[config.mk]
export PLATFORM = sky130hd
export DESIGN_NAME = positional_circular_list
export DESIGN_NICKNAME = d
export VERILOG_FILES = /design/src/hdl/pcl_pkg.sv /design/src/hdl/pcl_cell.sv /design/src/hdl/positional_circular_list.sv
export SDC_FILE = /design/constraint.sdc
export NUM_CORES = 2
export LEC_CHECK = 0
export ABC_AREA = 1
export BUFFER_PORTS_ARGS = -buffer_cell sky130_fd_sc_hd__buf_4
export CAP_MARGIN = 20
export CORE_MARGIN = 2
export CORE_UTILIZATION = 31
export CTS_CLUSTER_DIAMETER = 120
export DETAILED_ROUTE_END_ITERATION = 6
export GPL_TIMING_DRIVEN = 0
export HOLD_SLACK_MARGIN = 0.06
export MAX_ROUTING_LAYER = met4
export PLACE_DENSITY = 0.5
export RECOVER_POWER = 50
export SYNTH_ARGS = -nofsm -noshare
export SYNTH_HDL_FRONTEND = slang
export SYNTH_SLANG_ARGS = --single-unit
export TNS_END_PERCENT = 10
[constraint.sdc]
create_clock -name clk -period 10.3 [get_ports clk]
set_input_delay 1.03 -clock clk [delete_from_list [all_inputs] [get_ports clk]]
set_output_delay 1.03 -clock clk [all_outputs]
set_load 0.02 [all_outputs]
[src/hdl/pcl_pkg.sv]
// package: codes, defaults and cell control type for the positional list
`timescale 1ns / 1ps
`default_nettype none
package pcl_pkg;

  // default list depth
  localparam int DEPTH_DEF = 16;

  // field widths
  localparam int VAL_W = 32;
  localparam int POS_W = 5;
  localparam int OP_W  = 3;
  localparam int ST_W  = 2;

  // operation codes
  localparam logic [OP_W-1:0] OP_READ    = 3'd0;
  localparam logic [OP_W-1:0] OP_ADD_HD  = 3'd1;
  localparam logic [OP_W-1:0] OP_ADD_TL  = 3'd2;
  localparam logic [OP_W-1:0] OP_ADD_POS = 3'd3;
  localparam logic [OP_W-1:0] OP_DEL_HD  = 3'd4;
  localparam logic [OP_W-1:0] OP_DEL_TL  = 3'd5;
  localparam logic [OP_W-1:0] OP_DEL_POS = 3'd6;

  // status codes
  localparam logic [ST_W-1:0] ST_OK     = 2'd0;
  localparam logic [ST_W-1:0] ST_EMPTY  = 2'd1;
  localparam logic [ST_W-1:0] ST_FULL   = 2'd2;
  localparam logic [ST_W-1:0] ST_BADPOS = 2'd3;

  // per-cell load selects, highest priority first
  typedef struct packed {
    logic take_new;
    logic take_left;
    logic take_right;
    logic take_head;
  } cell_ctl_t;

endpackage
`default_nettype wire

[src/hdl/pcl_cell.sv]
// one list cell: holds an entry and loads from a neighbour, the head or a new value
`timescale 1ns / 1ps
`default_nettype none
module pcl_cell
  import pcl_pkg::*;
(
  input  wire logic             clk,
  input  wire cell_ctl_t        ctl,
  input  wire logic [VAL_W-1:0] new_val,
  input  wire logic [VAL_W-1:0] left_val,
  input  wire logic [VAL_W-1:0] right_val,
  input  wire logic [VAL_W-1:0] head_val,
  output logic      [VAL_W-1:0] val
);

  logic [VAL_W-1:0] val_r;
  logic [VAL_W-1:0] val_nxt;

  // select the source for this cycle
  always_comb begin
    if (ctl.take_new) begin
      val_nxt = new_val;
    end else if (ctl.take_left) begin
      val_nxt = left_val;
    end else if (ctl.take_right) begin
      val_nxt = right_val;
    end else if (ctl.take_head) begin
      val_nxt = head_val;
    end else begin
      val_nxt = val_r;
    end
  end

  // entry storage, no reset
  always_ff @(posedge clk) begin
    val_r <= val_nxt;
  end

  assign val = val_r;

endmodule
`default_nettype wire

[src/hdl/positional_circular_list.sv]
// Positional list: each edit gives one status word, registered and shown in the cycle after it is taken.
// A readout of n entries gives n words: one word a cycle while the output is not stalled,
// while the cell row rotates by one place; an empty list gives one status word.
// One operation at a time; the next word is taken once the last result is loaded and the output is free.
// Synchronous active-low reset empties the list; entry contents are not cleared.
`timescale 1ns / 1ps
`default_nettype none
module positional_circular_list
  import pcl_pkg::*;
#(
  parameter int DEPTH = DEPTH_DEF
) (
  input  wire logic        clk,
  input  wire logic        rst_n,
  input  wire logic        in_tvalid,
  output logic             in_tready,
  input  wire logic [39:0] in_tdata,   // value [31:0], position [36:32], zero pad
  input  wire logic [2:0]  in_tuser,   // op [2:0]
  output logic             out_tvalid,
  input  wire logic        out_tready,
  output logic      [31:0] out_tdata,  // data_out [31:0]
  output logic      [1:0]  out_tuser,  // status [1:0]
  output logic             out_tlast   // last_result
);

  localparam int CW = $clog2(DEPTH + 1);
  localparam int PW = ((CW > POS_W) ? CW : POS_W) + 1;

  localparam logic ST_IDLE = 1'b0;
  localparam logic ST_READ = 1'b1;

  // input fields
  logic [OP_W-1:0]  in_op;
  logic [VAL_W-1:0] in_value;
  logic [POS_W-1:0] in_pos;
  assign in_op    = in_tuser;
  assign in_value = in_tdata[VAL_W-1:0];
  assign in_pos   = in_tdata[VAL_W+POS_W-1:VAL_W];

  logic          state_r, state_nxt;
  logic [CW-1:0] count_r, count_nxt;
  logic [CW-1:0] rem_r, rem_nxt;

  logic             ovalid_r, ovalid_nxt;
  logic [VAL_W-1:0] odata_r, odata_nxt;
  logic [ST_W-1:0]  ostat_r, ostat_nxt;
  logic             olast_r, olast_nxt;

  logic             out_free;
  logic             in_acc;
  logic             ins, del, rot;
  logic [CW-1:0]    idx;
  logic [PW-1:0]    pos_e, cnt_e;
  logic [CW-1:0]    pos_m1;
  cell_ctl_t        ctl  [DEPTH];
  logic [VAL_W-1:0] vals [DEPTH];

  assign out_free  = !ovalid_r || out_tready;
  assign in_tready = (state_r == ST_IDLE) && out_free;
  assign in_acc    = in_tvalid && in_tready;
  assign pos_e     = PW'(in_pos);
  assign cnt_e     = PW'(count_r);
  assign pos_m1    = CW'(pos_e - PW'(1));

  // operation decode and sequencing
  always_comb begin
    state_nxt  = state_r;
    count_nxt  = count_r;
    rem_nxt    = rem_r;
    ovalid_nxt = ovalid_r && !out_tready;
    odata_nxt  = odata_r;
    ostat_nxt  = ostat_r;
    olast_nxt  = olast_r;
    ins        = 1'b0;
    del        = 1'b0;
    rot        = 1'b0;
    idx        = '0;
    if (state_r == ST_IDLE) begin
      if (in_acc) begin
        odata_nxt = '0;
        olast_nxt = 1'b1;
        ostat_nxt = ST_OK;
        case (in_op)
          OP_READ: begin
            if (count_r == '0) begin
              ostat_nxt  = ST_EMPTY;
              ovalid_nxt = 1'b1;
            end else begin
              state_nxt = ST_READ;
              rem_nxt   = count_r;
            end
          end
          OP_ADD_HD, OP_ADD_TL, OP_ADD_POS: begin
            ovalid_nxt = 1'b1;
            if (cnt_e >= PW'(DEPTH)) begin
              ostat_nxt = ST_FULL;
            end else if (in_op == OP_ADD_HD) begin
              ins = 1'b1;
            end else if (in_op == OP_ADD_TL) begin
              ins = 1'b1;
              idx = count_r;
            end else if (pos_e == '0 || pos_e > cnt_e + PW'(1)) begin
              ostat_nxt = ST_BADPOS;
            end else begin
              ins = 1'b1;
              idx = pos_m1;
            end
            if (ins) begin
              count_nxt = count_r + CW'(1);
            end
          end
          OP_DEL_HD, OP_DEL_TL, OP_DEL_POS: begin
            ovalid_nxt = 1'b1;
            if (count_r == '0) begin
              ostat_nxt = ST_EMPTY;
            end else if (in_op == OP_DEL_HD) begin
              del = 1'b1;
            end else if (in_op == OP_DEL_TL) begin
              del = 1'b1;
              idx = count_r - CW'(1);
            end else if (pos_e == '0 || pos_e > cnt_e) begin
              ostat_nxt = ST_BADPOS;
            end else begin
              del = 1'b1;
              idx = pos_m1;
            end
            if (del) begin
              count_nxt = count_r - CW'(1);
            end
          end
          default: begin
            ovalid_nxt = 1'b1;
            ostat_nxt  = ST_BADPOS;
          end
        endcase
      end
    end else begin
      // readout: emit the head and rotate the occupied cells by one place
      if (out_free) begin
        rot        = 1'b1;
        ovalid_nxt = 1'b1;
        odata_nxt  = vals[0];
        ostat_nxt  = ST_OK;
        olast_nxt  = (rem_r == CW'(1));
        rem_nxt    = rem_r - CW'(1);
        if (rem_r == CW'(1)) begin
          state_nxt = ST_IDLE;
        end
      end
    end
  end

  // per-cell selects
  always_comb begin
    for (int i = 0; i < DEPTH; i++) begin
      ctl[i].take_new   = ins && (CW'(i) == idx);
      ctl[i].take_left  = ins && (CW'(i) > idx);
      ctl[i].take_right = (del && (CW'(i) >= idx)) ||
                          (rot && (CW'(i) < count_r - CW'(1)));
      ctl[i].take_head  = rot && (CW'(i) == count_r - CW'(1));
    end
  end

  // row of cells
  for (genvar g = 0; g < DEPTH; g++) begin : g_cell
    pcl_cell u_cell (
      .clk       (clk),
      .ctl       (ctl[g]),
      .new_val   (in_value),
      .left_val  ((g == 0) ? vals[0] : vals[(g == 0) ? 0 : g - 1]),
      .right_val ((g == DEPTH - 1) ? vals[DEPTH-1] : vals[(g == DEPTH - 1) ? g : g + 1]),
      .head_val  (vals[0]),
      .val       (vals[g])
    );
  end

  // control registers
  always_ff @(posedge clk) begin
    if (!rst_n) begin
      state_r  <= ST_IDLE;
      count_r  <= '0;
      rem_r    <= '0;
      ovalid_r <= 1'b0;
    end else begin
      state_r  <= state_nxt;
      count_r  <= count_nxt;
      rem_r    <= rem_nxt;
      ovalid_r <= ovalid_nxt;
    end
  end

  // output word register
  always_ff @(posedge clk) begin
    odata_r <= odata_nxt;
    ostat_r <= ostat_nxt;
    olast_r <= olast_nxt;
  end

  assign out_tvalid = ovalid_r;
  assign out_tdata  = odata_r;
  assign out_tuser  = ostat_r;
  assign out_tlast  = olast_r;

endmodule
`default_nettype wire

# Word level (Yosys, flattened, before mapping)
# Cells that the tools add are included.
[word_totals]
register_bits = 559
inputBits = 47
output_inout_bits = 37
[classes]
add_sub_neg = 5
n_lt_le_gt_ge = 51
eq_ne = 43
n_mux = 134
bitwise_logic = 1
reduce_logical = 133
[op_table]
columns = ["operator", "n"]
rows = [
  ["32-bit 2-to-1 mux", 66],
  ["5-bit 2-to-1 mux", 17],
  ["1-bit logical AND", 82],
  ["4-bit by 5-bit equality test with 1-bit output, first input constant", 16],
  ["4-bit nonzero test", 14],
  ["3-bit by 5-bit equality test with 1-bit output, first input constant", 8],
  ["4-bit by 5-bit >= comparator with 1-bit output, first input constant", 8],
  ["4-bit by 5-bit greater-than comparator with 1-bit output, first input constant", 8],
  ["4-bit by 5-bit < comparator with 1-bit output, first input constant", 8],
  ["1-bit 2-to-1 mux", 37],
  ["2-bit 2-to-1 mux", 11],
  ["2-bit by 5-bit equality test with 1-bit output, first input constant", 4],
  ["3-bit by 5-bit >= comparator with 1-bit output, first input constant", 4],
  ["3-bit by 5-bit greater-than comparator with 1-bit output, first input constant", 4],
  ["3-bit by 5-bit < comparator with 1-bit output, first input constant", 4],
  ["5-bit one-hot mux with 2 select lines", 2],
  ["1-bit logical OR", 19],
  ["5-bit by 1-bit subtractor with 5-bit output, second input constant", 3],
  ["1-bit by 5-bit equality test with 1-bit output, first input constant", 2],
  ["1-bit by 5-bit >= comparator with 1-bit output, first input constant", 2],
  ["2-bit by 5-bit >= comparator with 1-bit output, first input constant", 2],
  ["1-bit by 5-bit greater-than comparator with 1-bit output, first input constant", 2],
  ["2-bit by 5-bit greater-than comparator with 1-bit output, first input constant", 2],
  ["5-bit zero test", 2],
  ["25 further kinds", 40],
]

# Depth between registers and ports, before layout
[depth]
ltp_word = 17
depth_mapped = 28

# Hierarchy
# From an unflattened synthesis, not the netlist that was laid out.
[unflattened]
hier_cells = 5525
area_unflattened_um2 = 39853.2
[by_module_without_submodules]
columns = ["module", "n_inst", "cells_per_inst", "area_each_um2"]
rows = [
  ["pcl_cell", 16, 313, 2260.9],
  ["positional_circular_list", 1, 517, 3678.5],
]

# Worst setup path before layout
# Ideal clock, no wire load.
[synth_path]
path_type = "register to register"
startpoint = "register count_r[0]"
endpoint = "register g_cell[2].u_cell.val_r[0], enable pin"
arrival_time_ps = 5341
t_required_ps = 9767
slack_ps = 4426
path_stages_with_launch = 12
path_buffers = 1
synth_period_minus_slack_ps = 5874
cell_sequence = "dfxtp_1 buf_2 inv_2 ha_1 nand2_2 o21ai_1 nand2_2 nor2_1 inv_1 nor2_1 inv_1 o311ai_0"
[synth_between]
elab_chain_cells = 15
word_cells_on_any_way = 51
classes_between = "add/sub (2); order compare (6); eq/ne (2); mux (31); reduce/logical (10)"
[synth_rtl]
columns = ["element", "line_no", "source"]
rows = [
  ["start: declaration", "positional_circular_list.sv:41", "logic [CW-1:0] count_r, count_nxt;"],
  ["start signal: assignment", "positional_circular_list.sv:186", "count_r <= count_nxt;"],
  ["parallel branches: the longest is 14 deep, another holds 5-bit by 1-bit adder with 6-bit output", "--", ""],
  ["4-bit nonzero test (no line) *", "--", ""],
  ["end signal: assignment", "pcl_cell.sv:36", "val_r <= val_nxt;"],
  ["end: declaration", "pcl_cell.sv:16", "logic [VAL_W-1:0] val_r;"],
]
# Mark *: on every way between the ends. The select of a mux whose other input is x is not followed.
# A chain may end at the register's enable or synchronous reset.

# Worst setup path in the final report
[layout_path]
startpoint = "register count_r[0]"
endpoint = "register g_cell[13].u_cell.val_r[8], enable pin"
[layout_between]
elab_chain_cells = 15
word_cells_on_any_way = 51
classes_between = "add/sub (2); order compare (6); eq/ne (2); mux (31); reduce/logical (10)"
[layout_rtl]
columns = ["element", "line_no"]
rows = [
  ["parallel branches: the longest is 14 deep, another holds 5-bit by 1-bit adder with 6-bit output", "--"],
  ["4-bit nonzero test (no line) *", "--"],
  ["end signal: assignment", "pcl_cell.sv:36"],
  ["end: declaration", "pcl_cell.sv:16"],
]
# Marked as above.

==> metrics.yaml <==
status:
  outcome: "finished with violations"
  violations: "capacitance limit, slew limit"
logic_synthesis:
  synthXorXnorAreaFrac: 0.00251
  synth_edf_count: 547
  async_flop_share: 0
  synth_cells: 4390
  yosys.area.top_type: "edfxtp_1"
  synthAdderAreaFrac: 0.00617
  ys_types: 50
  synth-compound-area-share: 0.127
  synth_seq_cells: 559
  synth_area_leaders: "edfxtp_1 48%, nand2_1 14%, nand3_1 9.7%"
  synth_top_area_frac: 0.477
  synthesis.area_um2: 34400
  yosys_warnings: 0
  yosysSeqAreaShare: 0.484
  synth-simple-area-share: 0.297
  syn_avg_cell_area_um2: 7.85
  syn_nets: 4454
  synthMuxAreaShare: 0
  synth_flop_cell: "edfxtp_1"
  synth_top_family_by_area: "simple AND/OR/NAND/NOR gates"
sta:
  skew_ns: 0.0373
  hold_viol: 0
  rsz0062_at_grt: "false"
  timing.final.crit_share: 0.755
  fin_setup_tns_ns: 0
  setup_viol: 0
  slew_headroom: -0.189
  fin_crit_ns: 7.77
  tightest_slew_ns: 1.78
  fmax_mhz: 129
  slew_violations: 28
  timing.final.ws_setup_ns: 2.53
routing:
  remaining_drc_errors: 0
  routed_via_density: 5.23
  via_count: 31800
  ant_nets: 0
  routed_wl_mm: 144
  wl_per_cell_um: 23.7
  drt_iter0_drc: 3463
  first_pass_iters: 6
clock_tree:
  cts_hold_buf: 0
  clk_pin_slew_worst_paths_ns: 0.06
  root_buffer: "clkbuf_16"
  worstSkewPairLatency_ns: 0.66
  cts.sinks: 559
  cts_buffers: 68
  cts_tree: "yes"
  cts_buffer_depth: 3
  h-tree-depth: 3
  post-cts-setup-buffers: 0
  cts_resized: 0
setup_path:
  worst-path-max-fanout: 27
  crit_family: "buffers and inverters"
  slowest_stage: "clkbuf_1"
  crit_path_max_incr_delay_ns: 1.32
  worst_path_most_repeated_cell: "nand2_1"
  r2r_slack_ns: 2.53
  critical_path_buf_inv_count: 8
  arrival_ns: 8.00
  worstPathRequired_ns: 10.53
  end_kind: "flip-flop"
  start_kind: "flip-flop"
  crit_chain: "clkbuf_1, inv_1, ha_1, inv_1, ha_1, nand2_1, nand2_1, nand2_1, nand2_1, nand2_1, nand2_1, a21oi_1, o21bai_1, nand2_1, inv_1, clkbuf_1, nand2_1, clkbuf_1, clkbuf_1, nand3_1, clkbuf_1"
  worstSetupPathType: "flip-flop to flip-flop"
global_routing:
  grt_overflow: 0
  grtUsageTotal: 0.256
  grt_pass1_wl_mm: 206
  grt_pass1_vias: 30200
  grt_max_degree: 36
  antenna_found_initial: 5
power_and_ir_drop:
  vdd_ir_drop_max_mv: 0.109
  leakagePower_nw: 15.6
  power_density_nw_per_um2: 175
place:
  portBuffers: 68
  place_hpwl_mm: 120
  place_congestion: 0.958
  dp_worst_setup_slack_ns: 4.55
floorplanning:
  die-area_um2: 114000
  die_w_um: 337
  start_util: 0.312
  rows: 122
  fp.dieH_um: 337
  core-area_um2: 111000
  pin_count: 84
final_layout:
  fillCellCount: 11800
  syn_to_final_growth_pct: 13.2
  nets: 4606
  drive_gt1_frac: 0.0920
  utilization: 0.353
flow_run:
  maxCapViolations: 1
worst_hold_path:
  hold_path.class: "flip-flop to flip-flop"
-- synthesized netlist by cell type (6+ instances only) --
master / number
or2_0: 24
or2_2: 65
a221oi_1: 13
nand3_2: 12
edfxtp_1: 547
buf_1: 7
nand2_1: 1290
inv_2: 32
nand4_1: 8
nand3_1: 667
nor2_4: 8
o21bai_1: 33
nor3_1: 8
a211oi_1: 9
o211ai_1: 67
o21ai_0: 317
nand2_4: 6
xor2_1: 6
buf_6: 6
ha_1: 17
or2_1: 13
dfxtp_1: 12
buf_4: 18
o21ai_1: 105
nand2_2: 21
a21oi_1: 129
clkbuf_1: 166
inv_1: 303
nor2_1: 210
buf_2: 148
nor2_2: 6
o22ai_1: 87
-- kinds of logic (layout without fill, tap and decap cells) --
logic type | after synthesis | in the layout
AO/OA/AOI/OAI | 777 | 777
XOR/XNOR | 9 | 9
adder cells (fa/ha/maj) | 17 | 17
buffers and inverters | 683 | 890
flip-flops | 559 | 559
other | 0 | 2
AND/OR/NAND/NOR | 2345 | 2345
-- routing by layer --
metal | global-route usage | vias up | routed length [µm]
met5 | - | - | 0
met3 | 0.0303 | 205 | 11300
met1 | 0.352 | 15000 | 64200
met2 | 0.396 | 1452 | 64600
li1 | - | 15200 | -
met4 | 0.0754 | 0 | 4400
-- layout make-up --
cell class	instances	area [µm²]	area share
sequential	559	16700	0.428
antenna	2	5.00	0.000128
buffer	345	1540	0.0394
clock inverter	46	423	0.0108
clock buffer	79	1780	0.0458
inverter	338	1270	0.0325
multi-input combinational	3148	14900	0.381
tap	1488	1860	0.0478
timing repair buffer	82	578	0.0148
-- through the flow --
step | total power, W | hold WS (ns) | cells | cell area (µm²)
4_1_cts | 0.00686 | 0.514 | 6085 | 39300
3_5_place_dp | 0.00441 | 0.505 | 5960 | 37100
2_1_floorplan | 0.00386 | 0.467 | 4390 | 34400
5_1_grt | 0.00710 | 0.545 | 6085 | 39000
3_3_place_gp | 0.00436 | 0.488 | 5946 | 36800
6_report | 0.00683 | 0.513 | 6087 | 39000
-- worst paths after layout --
| path | from | cells after the start | end |
|---|---|---|---|
| worst min register to register | rem_r[2] | 2 | rem_r[2] |
| worst max register to register | count_r[0] | 21 | g_cell[13].u_cell.val[8] |
| worst min-delay path | rem_r[2] | 2 | rem_r[2] |
| worst max-delay path | count_r[0] | 21 | g_cell[13].u_cell.val[8] |
-- worst reg2reg max path: stages, from the launching register on --
cell	delay, ns
dfxtp_1	0.47
clkbuf_1	0.51
inv_1	0.47
ha_1	0.66
inv_1	0.21
ha_1	0.34
nand2_1	0.07
nand2_1	0.05
nand2_1	0.05
nand2_1	0.04
nand2_1	0.05
nand2_1	0.06
a21oi_1	0.22
o21bai_1	0.20
nand2_1	0.27
inv_1	0.31
clkbuf_1	0.46
nand2_1	0.27
clkbuf_1	0.35
clkbuf_1	0.46
nand3_1	0.47
clkbuf_1	1.32
-- power breakdown --
group	leakage, nW	total (W)	switching (W)	internal, W
Sequential	5.15	0.00299	0.000135	0.00285
Combinational	9.42	0.00139	0.000987	0.000399
Clock	1.07	0.00246	0.00108	0.00138
-- cells in the final DEF, fill, tap and decap left out, types with 34 or more instances in the layout --
| master | synthesis | layout |
|---|---|---|
| o22ai_1 | 87 | 87 |
| a21oi_1 | 129 | 131 |
| o21bai_1 | 33 | 34 |
| inv_1 | 303 | 310 |
| buf_2 | 148 | 112 |
| edfxtp_1 | 547 | 547 |
| clkbuf_1 | 166 | 254 |
| o211ai_1 | 67 | 67 |
| o21ai_1 | 105 | 58 |
| o21ai_0 | 317 | 364 |
| clkbuf_16 | 0 | 69 |
| or2_2 | 65 | 65 |
| buf_4 | 18 | 50 |
| nand3_1 | 667 | 663 |
| nand2_1 | 1290 | 1298 |
| nor2_1 | 210 | 214 |
-- registers in the layout, summed over array words and instances (netlist names) --
register,flops
out_tdata,32
g_cell.u_cell.val,512
count_r,5
state_r,1
out_tlast,1
out_tvalid,1
out_tuser,2
rem_r,5
Power figures use the tool's default switching activity.
